$ cat src/plc_pkg.sv
`timescale 1ns / 1ps
// ----------------------------------------------------------------------------
// plc_pkg: shared types for the priority lock arbiter
// Request codes, result status codes and sequencer states.
// ----------------------------------------------------------------------------
package plc_pkg;

    localparam logic CMD_ACQUIRE = 1'b0;
    localparam logic CMD_RELEASE = 1'b1;

    typedef enum logic [2:0] {
        ST_GRANTED = 3'd0,
        ST_QUEUED  = 3'd1,
        ST_WAITING = 3'd2,
        ST_FULL    = 3'd3,
        ST_HANDED  = 3'd4,
        ST_FREED   = 3'd5
    } status_t;

    typedef enum logic [2:0] {
        SEQ_IDLE,
        SEQ_SCAN,
        SEQ_INSERT,
        SEQ_HEAD,
        SEQ_PULL
    } seq_state_t;

endpackage

$ cat src/plc_mem.sv
`timescale 1ns / 1ps
// ----------------------------------------------------------------------------
// plc_mem: waiting list storage
// One write port, one read port with registered read data.
// ----------------------------------------------------------------------------
module plc_mem #(
    parameter int DEPTH = 16,
    parameter int WIDTH = 16
) (
    input  logic                     clk,
    input  logic                     we,
    input  logic [$clog2(DEPTH)-1:0] waddr,
    input  logic [WIDTH-1:0]         wdata,
    input  logic [$clog2(DEPTH)-1:0] raddr,
    output logic [WIDTH-1:0]         rdata
);

    logic [WIDTH-1:0] mem [DEPTH];
    logic [WIDTH-1:0] rdata_reg;

    always_ff @(posedge clk)
    begin
        if (we)
        begin
            mem[waddr] <= wdata;
        end
        rdata_reg <= mem[raddr];
    end

    assign rdata = rdata_reg;

endmodule

$ cat src/priority_lock_arbiter.sv
`timescale 1ns / 1ps
// ----------------------------------------------------------------------------
// priority_lock_arbiter: lock with a waiting list sorted by descending id
// Grants a free lock at once, queues other acquirers in id order and hands
// the lock to the highest waiting id on release.
// ----------------------------------------------------------------------------
//
//  channel   | handshake            | payload
//  ----------+----------------------+-------------------------------------------
//  request   | start (taken if !busy)| command, requester_id
//  result    | done (one-cycle pulse)| status, owner_id, is_locked, waiting_count
//
// An acquire that grants, refuses a zero id, meets the holder or queues on an
// empty list, and a release with nobody waiting, strobe done in the cycle
// after the request and never raise busy. Any other acquire walks the list
// once, one entry a cycle through the single memory read port. A release
// with waiters pulls the list up one entry a cycle. Reset clears the lock and
// the fill count; list entries beyond the count are never used, so the memory
// needs no clearing pass. The receiver cannot stall: each result is valid
// only in its done cycle.
// ----------------------------------------------------------------------------
module priority_lock_arbiter
    import plc_pkg::*;
#(
    parameter int LIST_DEPTH = 16,
    parameter int ID_BITS    = 16
) (
    input  logic        clk,
    input  logic        rst_n,
    input  logic        start,
    output logic        busy,
    input  logic        command,
    input  logic [15:0] requester_id,
    output logic        done,
    output logic [2:0]  status,
    output logic [15:0] owner_id,
    output logic        is_locked,
    output logic [4:0]  waiting_count
);

    localparam int AW = $clog2(LIST_DEPTH);
    localparam int CW = $clog2(LIST_DEPTH + 1);

    seq_state_t         state_reg, state_next;
    logic [CW-1:0]      idx_reg, idx_next;
    logic [CW-1:0]      count_reg, count_next;
    logic [ID_BITS-1:0] id_reg, id_next;
    logic [ID_BITS-1:0] carry_reg, carry_next;
    logic [ID_BITS-1:0] owner_reg, owner_next;
    logic               held_reg, held_next;
    logic               done_reg, done_next;
    status_t            status_reg, status_next;

    logic               mem_we;
    logic [AW-1:0]      mem_waddr;
    logic [ID_BITS-1:0] mem_wdata;
    logic [AW-1:0]      mem_raddr;
    logic [ID_BITS-1:0] mem_rdata;

    logic [ID_BITS-1:0] req_id;
    logic [CW-1:0]      idx_inc;
    logic               at_last;
    logic               list_full;

    // Mask the request id down to the id width in use.
    assign req_id    = ID_BITS'(requester_id);
    assign idx_inc   = idx_reg + CW'(1);
    assign at_last   = (idx_inc == count_reg);
    assign list_full = (count_reg == CW'(LIST_DEPTH));

    plc_mem #(
        .DEPTH (LIST_DEPTH),
        .WIDTH (ID_BITS)
    ) u_mem (
        .clk   (clk),
        .we    (mem_we),
        .waddr (mem_waddr),
        .wdata (mem_wdata),
        .raddr (mem_raddr),
        .rdata (mem_rdata)
    );

    always_ff @(posedge clk or negedge rst_n)
    begin
        if (!rst_n)
        begin
            state_reg  <= SEQ_IDLE;
            idx_reg    <= '0;
            count_reg  <= '0;
            owner_reg  <= '0;
            held_reg   <= 1'b0;
            done_reg   <= 1'b0;
            status_reg <= ST_GRANTED;
        end
        else
        begin
            state_reg  <= state_next;
            idx_reg    <= idx_next;
            count_reg  <= count_next;
            owner_reg  <= owner_next;
            held_reg   <= held_next;
            done_reg   <= done_next;
            status_reg <= status_next;
        end
    end

    // Request id and shift carry are payload only.
    always_ff @(posedge clk)
    begin
        id_reg    <= id_next;
        carry_reg <= carry_next;
    end

    always_comb
    begin
        state_next  = state_reg;
        idx_next    = idx_reg;
        count_next  = count_reg;
        id_next     = id_reg;
        carry_next  = carry_reg;
        owner_next  = owner_reg;
        held_next   = held_reg;
        done_next   = 1'b0;
        status_next = status_reg;
        mem_we      = 1'b0;
        mem_waddr   = '0;
        mem_wdata   = '0;
        mem_raddr   = '0;

        case (state_reg)
            SEQ_IDLE:
            begin
                // Keep the list head on the read port so a walk can start
                // in the next cycle.
                mem_raddr = '0;
                idx_next  = '0;
                if (start)
                begin
                    id_next = req_id;
                    if (command == CMD_RELEASE)
                    begin
                        if (count_reg == '0)
                        begin
                            held_next   = 1'b0;
                            owner_next  = '0;
                            done_next   = 1'b1;
                            status_next = ST_FREED;
                        end
                        else
                        begin
                            state_next = SEQ_HEAD;
                        end
                    end
                    else if (req_id == '0)
                    begin
                        // Zero marks an empty slot: refuse it.
                        done_next   = 1'b1;
                        status_next = ST_FULL;
                    end
                    else if (!held_reg)
                    begin
                        held_next   = 1'b1;
                        owner_next  = req_id;
                        done_next   = 1'b1;
                        status_next = ST_GRANTED;
                    end
                    else if (req_id == owner_reg)
                    begin
                        // The holder is never queued.
                        done_next   = 1'b1;
                        status_next = ST_WAITING;
                    end
                    else if (count_reg == '0)
                    begin
                        mem_we      = 1'b1;
                        mem_waddr   = '0;
                        mem_wdata   = req_id;
                        count_next  = CW'(1);
                        done_next   = 1'b1;
                        status_next = ST_QUEUED;
                    end
                    else
                    begin
                        state_next = SEQ_SCAN;
                    end
                end
            end

            SEQ_SCAN:
            begin
                // mem_rdata holds entry idx_reg.
                if (mem_rdata == id_reg)
                begin
                    done_next   = 1'b1;
                    status_next = ST_WAITING;
                    state_next  = SEQ_IDLE;
                end
                else if (mem_rdata < id_reg)
                begin
                    if (list_full)
                    begin
                        done_next   = 1'b1;
                        status_next = ST_FULL;
                        state_next  = SEQ_IDLE;
                    end
                    else
                    begin
                        // Drop the new id in here and carry the old entry on.
                        mem_we     = 1'b1;
                        mem_waddr  = AW'(idx_reg);
                        mem_wdata  = id_reg;
                        carry_next = mem_rdata;
                        idx_next   = idx_inc;
                        mem_raddr  = AW'(idx_inc);
                        state_next = SEQ_INSERT;
                    end
                end
                else if (at_last)
                begin
                    if (list_full)
                    begin
                        done_next   = 1'b1;
                        status_next = ST_FULL;
                    end
                    else
                    begin
                        mem_we      = 1'b1;
                        mem_waddr   = AW'(count_reg);
                        mem_wdata   = id_reg;
                        count_next  = count_reg + CW'(1);
                        done_next   = 1'b1;
                        status_next = ST_QUEUED;
                    end
                    state_next = SEQ_IDLE;
                end
                else
                begin
                    idx_next  = idx_inc;
                    mem_raddr = AW'(idx_inc);
                end
            end

            SEQ_INSERT:
            begin
                // Write the carried entry one slot down, pick up the next.
                mem_we    = 1'b1;
                mem_waddr = AW'(idx_reg);
                mem_wdata = carry_reg;
                if (idx_reg == count_reg)
                begin
                    count_next  = count_reg + CW'(1);
                    done_next   = 1'b1;
                    status_next = ST_QUEUED;
                    state_next  = SEQ_IDLE;
                end
                else
                begin
                    carry_next = mem_rdata;
                    idx_next   = idx_inc;
                    mem_raddr  = AW'(idx_inc);
                end
            end

            SEQ_HEAD:
            begin
                // Hand the lock to the list head.
                owner_next = mem_rdata;
                held_next  = 1'b1;
                if (count_reg == CW'(1))
                begin
                    count_next  = '0;
                    done_next   = 1'b1;
                    status_next = ST_HANDED;
                    state_next  = SEQ_IDLE;
                end
                else
                begin
                    idx_next   = CW'(1);
                    mem_raddr  = AW'(1);
                    state_next = SEQ_PULL;
                end
            end

            SEQ_PULL:
            begin
                // Advance each remaining entry one slot toward the head.
                mem_we    = 1'b1;
                mem_waddr = AW'(idx_reg - CW'(1));
                mem_wdata = mem_rdata;
                if (at_last)
                begin
                    count_next  = count_reg - CW'(1);
                    done_next   = 1'b1;
                    status_next = ST_HANDED;
                    state_next  = SEQ_IDLE;
                end
                else
                begin
                    idx_next  = idx_inc;
                    mem_raddr = AW'(idx_inc);
                end
            end

            default:
            begin
                state_next = SEQ_IDLE;
            end
        endcase
    end

    assign busy          = (state_reg != SEQ_IDLE);
    assign done          = done_reg;
    assign status        = status_reg;
    assign owner_id      = 16'(owner_reg);
    assign is_locked     = held_reg;
    assign waiting_count = 5'(count_reg);

    // A free lock has nobody waiting.
    a_free_empty: assert property (@(posedge clk) disable iff (!rst_n)
        !held_reg |-> (count_reg == '0))
        else $error("waiting list not empty while lock is free");

    // Every result leaves the sequencer idle.
    a_done_idle: assert property (@(posedge clk) disable iff (!rst_n)
        done_reg |-> (state_reg == SEQ_IDLE))
        else $error("result strobed while sequencer busy");

    // A taken request either finishes at once or keeps the block busy.
    a_req_progress: assert property (@(posedge clk) disable iff (!rst_n)
        (start && !busy) |=> (done_reg || busy))
        else $error("request lost");

    // A queued request grows the list by exactly one.
    a_queue_grow: assert property (@(posedge clk) disable iff (!rst_n)
        (done_reg && status_reg == ST_QUEUED) |->
            (count_reg == $past(count_reg) + CW'(1)))
        else $error("queued request did not grow the list by one");

    // A freed lock reports no owner.
    a_freed_owner: assert property (@(posedge clk) disable iff (!rst_n)
        (done_reg && status_reg == ST_FREED) |-> (!held_reg && owner_reg == '0))
        else $error("freed lock still has an owner");

endmodule

$ cat config.mk
export PLATFORM = sky130hd
export DESIGN_NAME = priority_lock_arbiter
export DESIGN_NICKNAME = d
export VERILOG_FILES = /design/src/plc_pkg.sv /design/src/plc_mem.sv /design/src/priority_lock_arbiter.sv
export SDC_FILE = /design/constraint.sdc
export NUM_CORES = 1
export LEC_CHECK = 0
export BUFFER_PORTS_ARGS = -buffer_cell sky130_fd_sc_hd__buf_2
export CAP_MARGIN = 20
export CORE_ASPECT_RATIO = 0.75
export CORE_MARGIN = 2
export CORE_UTILIZATION = 50
export CTS_CLUSTER_DIAMETER = 80
export CTS_CLUSTER_SIZE = 40
export DETAILED_ROUTE_END_ITERATION = 7
export GPL_TIMING_DRIVEN = 0
export PLACE_DENSITY = 0.74
export SYNTH_ARGS = -nofsm -noshare
export SYNTH_HDL_FRONTEND = slang
export SYNTH_SLANG_ARGS = --single-unit
$ cat constraint.sdc
create_clock -name clk -period 3.9 [get_ports clk]
set_input_delay 0.585 -clock clk [delete_from_list [all_inputs] [get_ports clk]]
set_output_delay 0.585 -clock clk [all_outputs]
set_load 0.02 [all_outputs]
* After elaboration in Yosys (flattened, before gate mapping)
Memories as Yosys holds them, arrays and structs flattened. A register that Yosys moved wholly into a read port is not among the register bits.
Cells that the tools add are included.
** Storage, ports and cells
- Memories kept :: 1
- Bits in writable memories :: 256
- Input port bits :: 20
- Output and inout port bits :: 27
- Word-level logic and storage cells :: 183
- Register bits :: 66
** Memories
- u_mem.mem :: words 16, bits a word 16, read ports 1, clocked after Yosys merged registers in 1, wr ports 1, RTL line plc_mem.sv:18 : logic [WIDTH-1:0] mem [DEPTH];
** Cells by class
- Add/subtract/negate cells :: 4
- Muxes and demuxes :: 116
- Magnitude comparators :: 1
- Equality and inequality tests :: 36
- Reductions and logical operators :: 16
** Operator list (count)
- 2-to-1 mux 16 bit :: 19
- 2-to-1 mux 5 bit :: 19
- 2-to-1 mux 3 bit :: 26
- case mux 16 bit (2 select lines) :: 2
- case mux 16 bit (4 select lines) :: 1
- case mux 5 bit (5 select lines) :: 2
- 2-to-1 mux 4 bit :: 10
- != test 2 bit (second input constant) :: 17
- equality test 16 bit :: 2
- case mux 3 bit (5 select lines) :: 2
- 2-to-1 mux 1 bit :: 28
- != test 3 bit (second input constant) :: 6
- logical NOT 16 bit :: 1
- < comparator 16 bit :: 1
- case mux 4 bit (4 select lines) :: 1
- AND reduction 5 bit :: 3
- AND reduction 14 bit :: 1
- case mux 4 bit (3 select lines) :: 1
- adder 5 x 1 -> 5 bit (second input constant) :: 2
- equality test 5 bit :: 2
- AND reduction 9 bit :: 1
- != test 4 bit (second input constant) :: 2
- equality test 3 x 2 -> 1 bit (second input constant) :: 2
- AND reduction 6 bit :: 1
- other kinds (19) :: 21

* Depth between registers and ports, before layout
Gate-level depths: netlist of the first run.
- Depth after elaboration :: 10
- Gate-level depth with buffers :: 16
- Depth with buffers taken out :: 14

* Cells and area by module
Synthesis of the first run repeated with hierarchy kept, for this count alone.
** Unflattened totals
- Cell total of the unflattened synthesis :: 940
- Area total of the unflattened synthesis :: 14631.5 um2
** By module, submodules not included
- plc_mem :: instances 1, area each 10042.1 um2, cells each 432, sequential area each 8007.7 um2
- priority_lock_arbiter :: instances 1, area each 4589.4 um2, cells each 508, sequential area each 1811.7 um2

* Worst setup path before layout of the first run
OpenSTA, ideal clock, no wires.
- Kind :: register to register
- Start point :: register count_reg[1] (netlist: waiting_count[1])
- End point :: register u_mem.rdata_reg[10] (netlist: u_mem.rdata[10]), read port of u_mem.mem
- Clock period less this slack :: 3888 ps
- Required time :: 3784 ps
- Buffers on the path :: 3
- Data arrival time :: 3772 ps
- Stages on the path, launching flop included :: 15
- Setup time :: 116 ps
- Path slack :: 12 ps
- Cell sequence :: dfrtp_1 clkbuf_1 inv_1 ha_1 nor3b_1 nand2_1 nand3_2 o41ai_2 a21o_1 buf_6 nand2_2 nor2_2 buf_4 a221oi_2 a41o_1
** Between the ends
- Cells in the longest elaborated chain, start to end :: 5
- Elaborated cells on any way between the ends :: 11
- Those cells by class :: eq/ne: 4; mux: 7
** RTL lines
- start, declared :: RTL line priority_lock_arbiter.sv:46 : logic [CW-1:0] count_reg, count_next;
- start signal, assigned :: RTL line priority_lock_arbiter.sv:99 : count_reg <= count_next;
- equality test 5 bit, on equally long branches :: RTL line priority_lock_arbiter.sv:68, priority_lock_arbiter.sv:69
- 2-to-1 mux 4 bit, on equally long branches :: RTL line priority_lock_arbiter.sv:218, priority_lock_arbiter.sv:290, priority_lock_arbiter.sv:200
- 2-to-1 mux 4 bit :: RTL line priority_lock_arbiter.sv:198 : else if (mem_rdata < id_reg)
- 2-to-1 mux 4 bit :: RTL line priority_lock_arbiter.sv:192 : if (mem_rdata == id_reg)
- case mux 4 bit (4 select lines) (*) :: RTL line priority_lock_arbiter.sv:130 : case (state_reg)
- end, declared :: RTL line plc_mem.sv:19 : logic [WIDTH-1:0] rdata_reg;
Mark *: on every way between the ends. The rest lies on a longest branch, timed or not.
A chain may end at the register's enable or synchronous reset.

* Worst setup path after layout of the first run
- Start point :: register id_reg[11]
- End point :: register u_mem.rdata_reg[12] (netlist: u_mem.rdata[12]), read port of u_mem.mem
** Between the ends
- Cells in the longest elaborated chain, start to end :: 4
- Elaborated cells on any way between the ends :: 5
- Those cells by class :: order compare: 1; eq/ne: 1; mux: 3
** RTL lines
- start, declared :: RTL line priority_lock_arbiter.sv:47 : logic [ID_BITS-1:0] id_reg, id_next;
- start signal, assigned :: RTL line priority_lock_arbiter.sv:110 : id_reg <= id_next;
- < comparator 16 bit :: RTL line priority_lock_arbiter.sv:198
- 2-to-1 mux 4 bit :: RTL line priority_lock_arbiter.sv:198
- 2-to-1 mux 4 bit (*) :: RTL line priority_lock_arbiter.sv:192
- case mux 4 bit (4 select lines) (*) :: RTL line priority_lock_arbiter.sv:130
Marks and branches as above.

==> results of run 1 <==
[critical path, delay by kind of cell (launching register included)]
kind / cells / cell delay [ns]
AOI/OAI and AO/OA: 5 / 1.05
adders and majority gates: 1 / 0.32
buffers and inverters: 4 / 0.74
DFF: 1 / 0.38
and+or+nand+nor: 4 / 1.20
[routing by layer]
metal	global-route usage [%]	vias up	routed length, um
li1	-	4426	-
met1	35.95	5038	16280
met2	34.46	474	16150
met3	5.075	50	3683
met4	5.179	0	764
met5	0	-	0
[cell families after synthesis]
logic type                 after synthesis
DFF                                    338
muxes                                   37
AOI/OAI and AO/OA                      256
adders and majority gates               22
and+or+nand+nor                        333
xor gates and xnor gates                29
buffers and inverters                   94
[stage by stage]
stage          hold WS (ns)  util, %
6_report             0.1563    57.62
5_1_grt              0.2232    57.62
4_1_cts              0.1842    56.43
3_5_place_dp         0.4931    54.01
3_3_place_gp         0.4836    53.40
2_1_floorplan        0.2894        -
[cell usage in the layout, fill, tap and decap left out, types with 7 or more instances in the layout]
cell	count
nor2_4	17
buf_12	8
buf_2	58
clkbuf_16	13
xnor2_1	23
o21a_1	7
o21ai_0	24
a22oi_1	17
ha_1	22
dfxtp_1	16
buf_4	29
nand2_1	160
nor2_1	34
a222oi_1	16
a21oi_1	85
mux2i_1	20
a41o_1	15
nor3b_1	17
inv_1	29
o221ai_2	25
dfrtp_1	34
clkbuf_2	8
nand3_1	34
a221oi_2	17
buf_6	12
clkbuf_1	24
edfxtp_1	288
mux2_2	16
[final timing paths]
| path | to | slack (ns) |
|---|---|---|
| max in group asynchronous | owner_id[1] | 3.19 |
| min in group clk | id_reg[7] | 0.28 |
| hold / removal | owner_id[4] | 0.16 |
| setup reg to reg | u_mem.rdata[12] | 0.13 |
| setup / recovery | u_mem.rdata[12] | 0.13 |
| hold reg to reg | carry_reg[4] | 0.51 |
[area by class of cell]
type / count / area (sq um)
fill: 2318 / 12370
sequential: 338 / 9819
multi-input combinational: 677 / 4916
timing repair buffer: 85 / 686.9
tap: 392 / 490.5
buffer: 64 / 352.8
clock buffer: 14 / 329.1
clock inverter: 7 / 115.1
inverter: 29 / 108.9
[timing repair]
item,4_1_cts,5_1_grt
setup endpoints to repair,520,426
gates resized for setup,28,49
hold buffers,0,0
pin swaps,9,10
setup buffers,11,18
[where the power goes]
group | internal [mW] | total, mW | leakage [nW] | switching, mW
Combinational | 2.70 | 7.93 | 2.62 | 5.22
Clock | 0.730 | 1.85 | 0.210 | 1.12
Sequential | 5.33 | 5.73 | 3.21 | 0.397
==> flow_metrics.tcl, run 1 <==
set metrics [dict create \
    outcome "complete, no violations" \
    dpl-instance-area_sq_mm 0.01577 \
    htree_num_levels 1 \
    ys_warn_count 0 \
    critPathSlowestCell "or4_1" \
    clock_latency_ns 0.54 \
    p_per_area_mw_per_mm2 921.8 \
    grt-ovfl-total 0 \
    die_area_sq_mm 0.03115 \
    regMostFlops "u_mem.mem" \
    crit_path_end_kind "flip-flop" \
    max_slew_margin_pct 39.74 \
    synth-xor-area-share_pct 1.758 \
    crit_path_start_kind "flip-flop" \
    die_x_um 203.1 \
    fin_cells 1606 \
    cts_sinks 338 \
    fin_setup_tns_ns 0 \
    antenna_found_initial 0 \
    port_buffers 45 \
    syn_area_per_cell_sq_um 13.41 \
    power_mw 15.50 \
    drc 0 \
    core-area_sq_mm 0.02919 \
    grt_pass1_vias 9639 \
    grt_pass1_wl_um 56510 \
    synthAdderAreaFrac_pct 1.851 \
    grt_max_degree 42 \
    num_io_pins 47 \
    drv_cap 0 \
    routedWlPerCell_um 22.96 \
    synth_common_cells "288 x edfxtp_1, 164 x nand2_1, 85 x a21oi_1" \
    max_clock_freq_mhz 265.4 \
    rsz0062_at_grt "yes" \
    die_h_um 153.4 \
    hold_path.class "in2async" \
    seq_area_frac_synth_pct 66.03 \
    vias 9988 \
    grt_util_all_layers_pct 23.49 \
    num_rows 54 \
    cpPeakStageDelay_ns 0.58 \
    synth_top_family_by_area "compound AO/OA/AOI/OAI gates" \
    largest_register_ffs 256 \
    syn_to_final_growth_pct 13.09 \
    final-hold-violation-count 0 \
    yosysMostFrequentCell "edfxtp_1" \
    ys_types 76 \
    drtAntennaViolNets 0 \
    cp.arrival_ns 4.23 \
    path_common_cell "buf_2" \
    yosysTopAreaCellShare_pct 58.15 \
    cts_buffers 13 \
    setup_slack_ns 0.1325 \
    n_antenna_cell 0 \
    finalCritPeriodShare_pct 96.60 \
    ys.flop_type "edfxtp_1" \
    max-vdd-ir-drop_uv 508.3 \
    synth-compound-area-share_pct 14.03 \
    pre_cts_slack_ns -0.8573 \
    path_max_fanout 10 \
    final_area_sq_mm 0.01682 \
    p_leak_nw 6.040 \
    viasPerCell 6.219 \
    cp.required_ns 4.36 \
    synth-simple-area-share_pct 10.67 \
    synth_largest_area_cell "edfxtp_1" \
    synth_edf_count 288 \
    setup_viol 0 \
    postSynthCellCount 1109 \
    syn_area_sq_mm 0.01487 \
    crit_chain "inv_1 > ha_1 > nand4_2 > or4_1 > buf_2 > nand2_1 > a21oi_1 > a21o_1 > buf_6 > nand3_4 > buf_2 > o221ai_2 > a221oi_2 > a41o_1" \
    cts-root-buf "clkbuf_16" \
    clk_pin_slew_ns 0.14 \
    wl_um 36880 \
    fin_nets 1250 \
    synth_area_leaders "edfxtp_1 58%, dfrtp_1 5.7%, nand2_1 4.1%" \
    synth-seq-cells 338 \
    cts_buffer_depth 3 \
    placed_cells 1557 \
    fin_crit_ns 3.768 \
    finClkSkew_ns 0.04247 \
    place.gp.congestion 0.8741 \
    synth_nets 1151 \
    reg2regPathDepth 14 \
    maxSlewViolCount 0 \
    dp_hpwl_um 25720 \
    cts_tree "done" \
    first_iter_violations 1321 \
    worst_slew_pin_slew_ns 0.9039 \
    synth.area.mux_share_pct 2.709 \
    drive_above_1_share_pct 21.58 \
    synthArstFlopShare_pct 10.06 \
    critPathLaunch "id_reg[11]" \
    first_pass_iters 6 \
    path_class "reg2reg" \
    r2r_start "id_reg[11]" \
    start_util_pct 50.95 \
]
Note: power is estimated with default switching activity, not from simulation.
==> inputs of run 2 (changes only) <==
--- a/config.mk
+++ b/config.mk
@@ -13,7 +13,6 @@
 export CTS_CLUSTER_DIAMETER = 80
 export CTS_CLUSTER_SIZE = 40
 export DETAILED_ROUTE_END_ITERATION = 7
-export GPL_TIMING_DRIVEN = 0
 export PLACE_DENSITY = 0.74
 export SYNTH_ARGS = -nofsm -noshare
 export SYNTH_HDL_FRONTEND = slang
==> run 2 against run 1 <==
Clock power decreased by 10%. Flip-flop and latch count unchanged. Register-to-register slack improved by 0.07 ns. Maximum frequency increased by 1.9%. Total power decreased by 3.1%. Combinational power decreased by 3.7%. Routed wire length decreased by 6.6%. Clock skew decreased by 0.0013 ns. Die area unchanged. Largest cell class unchanged. Highest routed layer unchanged.
==> flow_metrics.tcl, run 2 (synthesized netlist as in run 1, its figures left out) <==
set metrics [dict create \
    outcome "complete, no violations" \
    cts_sinks 338 \
    crit_path_end_kind "flip-flop" \
    num_rows 54 \
    wl_um 34460 \
    cts-root-buf "clkbuf_16" \
    dp_hpwl_um 23430 \
    port_buffers 46 \
    cts_buffer_depth 3 \
    fin_cells 1583 \
    final-hold-violation-count 0 \
    antenna_found_initial 0 \
    power_mw 15.02 \
    max_clock_freq_mhz 270.5 \
    finalCritPeriodShare_pct 94.80 \
    final_area_sq_mm 0.01653 \
    path_max_fanout 22 \
    worst_slew_pin_slew_ns 0.9398 \
    regMostFlops "u_mem.mem" \
    cp.arrival_ns 4.16 \
    p_int_mw 8.722 \
    routedWlPerCell_um 21.77 \
    power_frac_comb_pct 50.9 \
    final-seq-area_sq_mm 0.009821 \
    grt_pass1_wl_um 54100 \
    syn_to_final_growth_pct 11.14 \
    seqPwrFrac_pct 38.1 \
    fin_crit_ns 3.697 \
    maxSlewViolCount 0 \
    htree_num_levels 1 \
    nFillCells 2318 \
    final_cell_mix "288 x edfxtp_1, 164 x nand2_1, 85 x a21oi_1" \
    core-area_sq_mm 0.02919 \
    clock_latency_ns 0.54 \
    grt_max_degree 51 \
    setup_viol 0 \
    max-vdd-ir-drop_uv 565.8 \
    cts_tree "done" \
    largest_register_ffs 256 \
    grt_util_all_layers_pct 22.22 \
    first_pass_iters 8 \
    p_sw_share_pct 41.92 \
    num_io_pins 47 \
    fin_nets 1227 \
    max_slew_margin_pct 37.35 \
    dpl-instance-area_sq_mm 0.01608 \
    finClkSkew_ns 0.04115 \
    drive_above_1_share_pct 18.98 \
    cp.required_ns 4.36 \
    p_leak_nw 5.997 \
    path_class "reg2reg" \
    switchingPower_mw 6.296 \
    drc 0 \
    critPathSlowestCell "o311ai_4" \
    n_antenna_cell 0 \
    crit_chain "inv_1 > ha_1 > a21oi_1 > o21a_1 > o2bb2ai_2 > or3_1 > buf_4 > o311ai_4 > buf_4 > o221ai_2 > a221oi_2 > a41o_1" \
    final_common_cell "edfxtp_1" \
    place.gp.congestion 0.8956 \
    cts_buffers 12 \
    path_common_cell "buf_4" \
    placed_cells 1556 \
    die_area_sq_mm 0.03115 \
    vias 9681 \
    drtAntennaViolNets 0 \
    die_h_um 153.4 \
    clk_pin_slew_ns 0.14 \
    grt_pass1_vias 9373 \
    hold_path.class "in2async" \
    first_iter_violations 1071 \
    viasPerCell 6.116 \
    crit_path_start_kind "flip-flop" \
    die_x_um 203.1 \
    multi_input_area_sq_mm 0.004653 \
    start_util_pct 50.95 \
    cpPeakStageDelay_ns 0.55 \
    p_per_area_mw_per_mm2 908.6 \
    power.share.clock_pct 11.1 \
    grt-ovfl-total 0 \
    drv_cap 0 \
]
[run 2: power groups by stage]
stage | Combinational [mW] | Clock (mW) | Sequential [mW]
after floorplan | 4.93 | 0 | 5.83
after global placement | 7.26 | 0 | 5.77
after detailed placement | 7.41 | 0 | 5.79
after CTS | 7.46 | 1.68 | 5.71
after global routing | 8.33 | 1.79 | 5.80
final | 7.64 | 1.66 | 5.72
[run 2: per-layer routing]
layer	share of wire [%]	up-vias	track usage [%]
met3	8.3	42	4.392
met2	44	397	32.75
met5	0	-	0
met4	1.9	0	4.484
li1	-	4383	-
met1	46	4859	34.32
[run 2: final cells by class]
type | instances | share of cell area [%]
flip-flops and latches | 338 | 59.42
multi-input cells | 677 | 28.15
repair buffers | 127 | 6.631
well taps | 392 | 2.967
clock buffers | 16 | 1.908
inverters | 29 | 0.6586
clock inverters | 4 | 0.2650
[run 2: worst paths after layout]
check,startpoint,end,slack [ns],cells after the start
setup reg to reg,id_reg[11],u_mem.rdata[14],0.20,12
hold / removal,rst_n,owner_id[7],0.15,1
max in group asynchronous,rst_n,state_reg[0],3.22,1
min in group clk,requester_id[10],id_reg[10],0.30,1
hold reg to reg,u_mem.rdata[14],carry_reg[14],0.52,0
setup / recovery,id_reg[11],u_mem.rdata[14],0.20,12
[run 2: timing repair]
action	CTS	global route
endpoints found under the setup margin	0	51
setup buffers	0	7
hold buffers	0	0
gates resized for setup	0	8
[run 2: worst max-delay path, delay by kind of cell (launching register included)]
family                   cells  cell delay [ns]
flip-flops                   1             0.37
AO/OA/AOI/OAI                7             1.85
adder cells (fa/ha/maj)      1             0.33
AND/OR/NAND/NOR              1             0.43
buffers and inverters        3             0.65
[run 2: per-stage QoR]
| step | util, % | hold WS, ns | worst slack (ns) | setup TNS, ns |
|---|---|---|---|---|
| CTS | 56.31 | 0.1822 | 0.02827 | 0 |
| global placement | 55.08 | 0.4705 | 0.02996 | 0 |
| detailed placement | 55.08 | 0.4871 | 0.06177 | 0 |
| global route | 56.63 | 0.2092 | -0.01480 | -0.01656 |
| finish | 56.63 | 0.1467 | 0.2029 | 0 |
| floorplan | - | 0.2894 | 0.01187 | 0 |
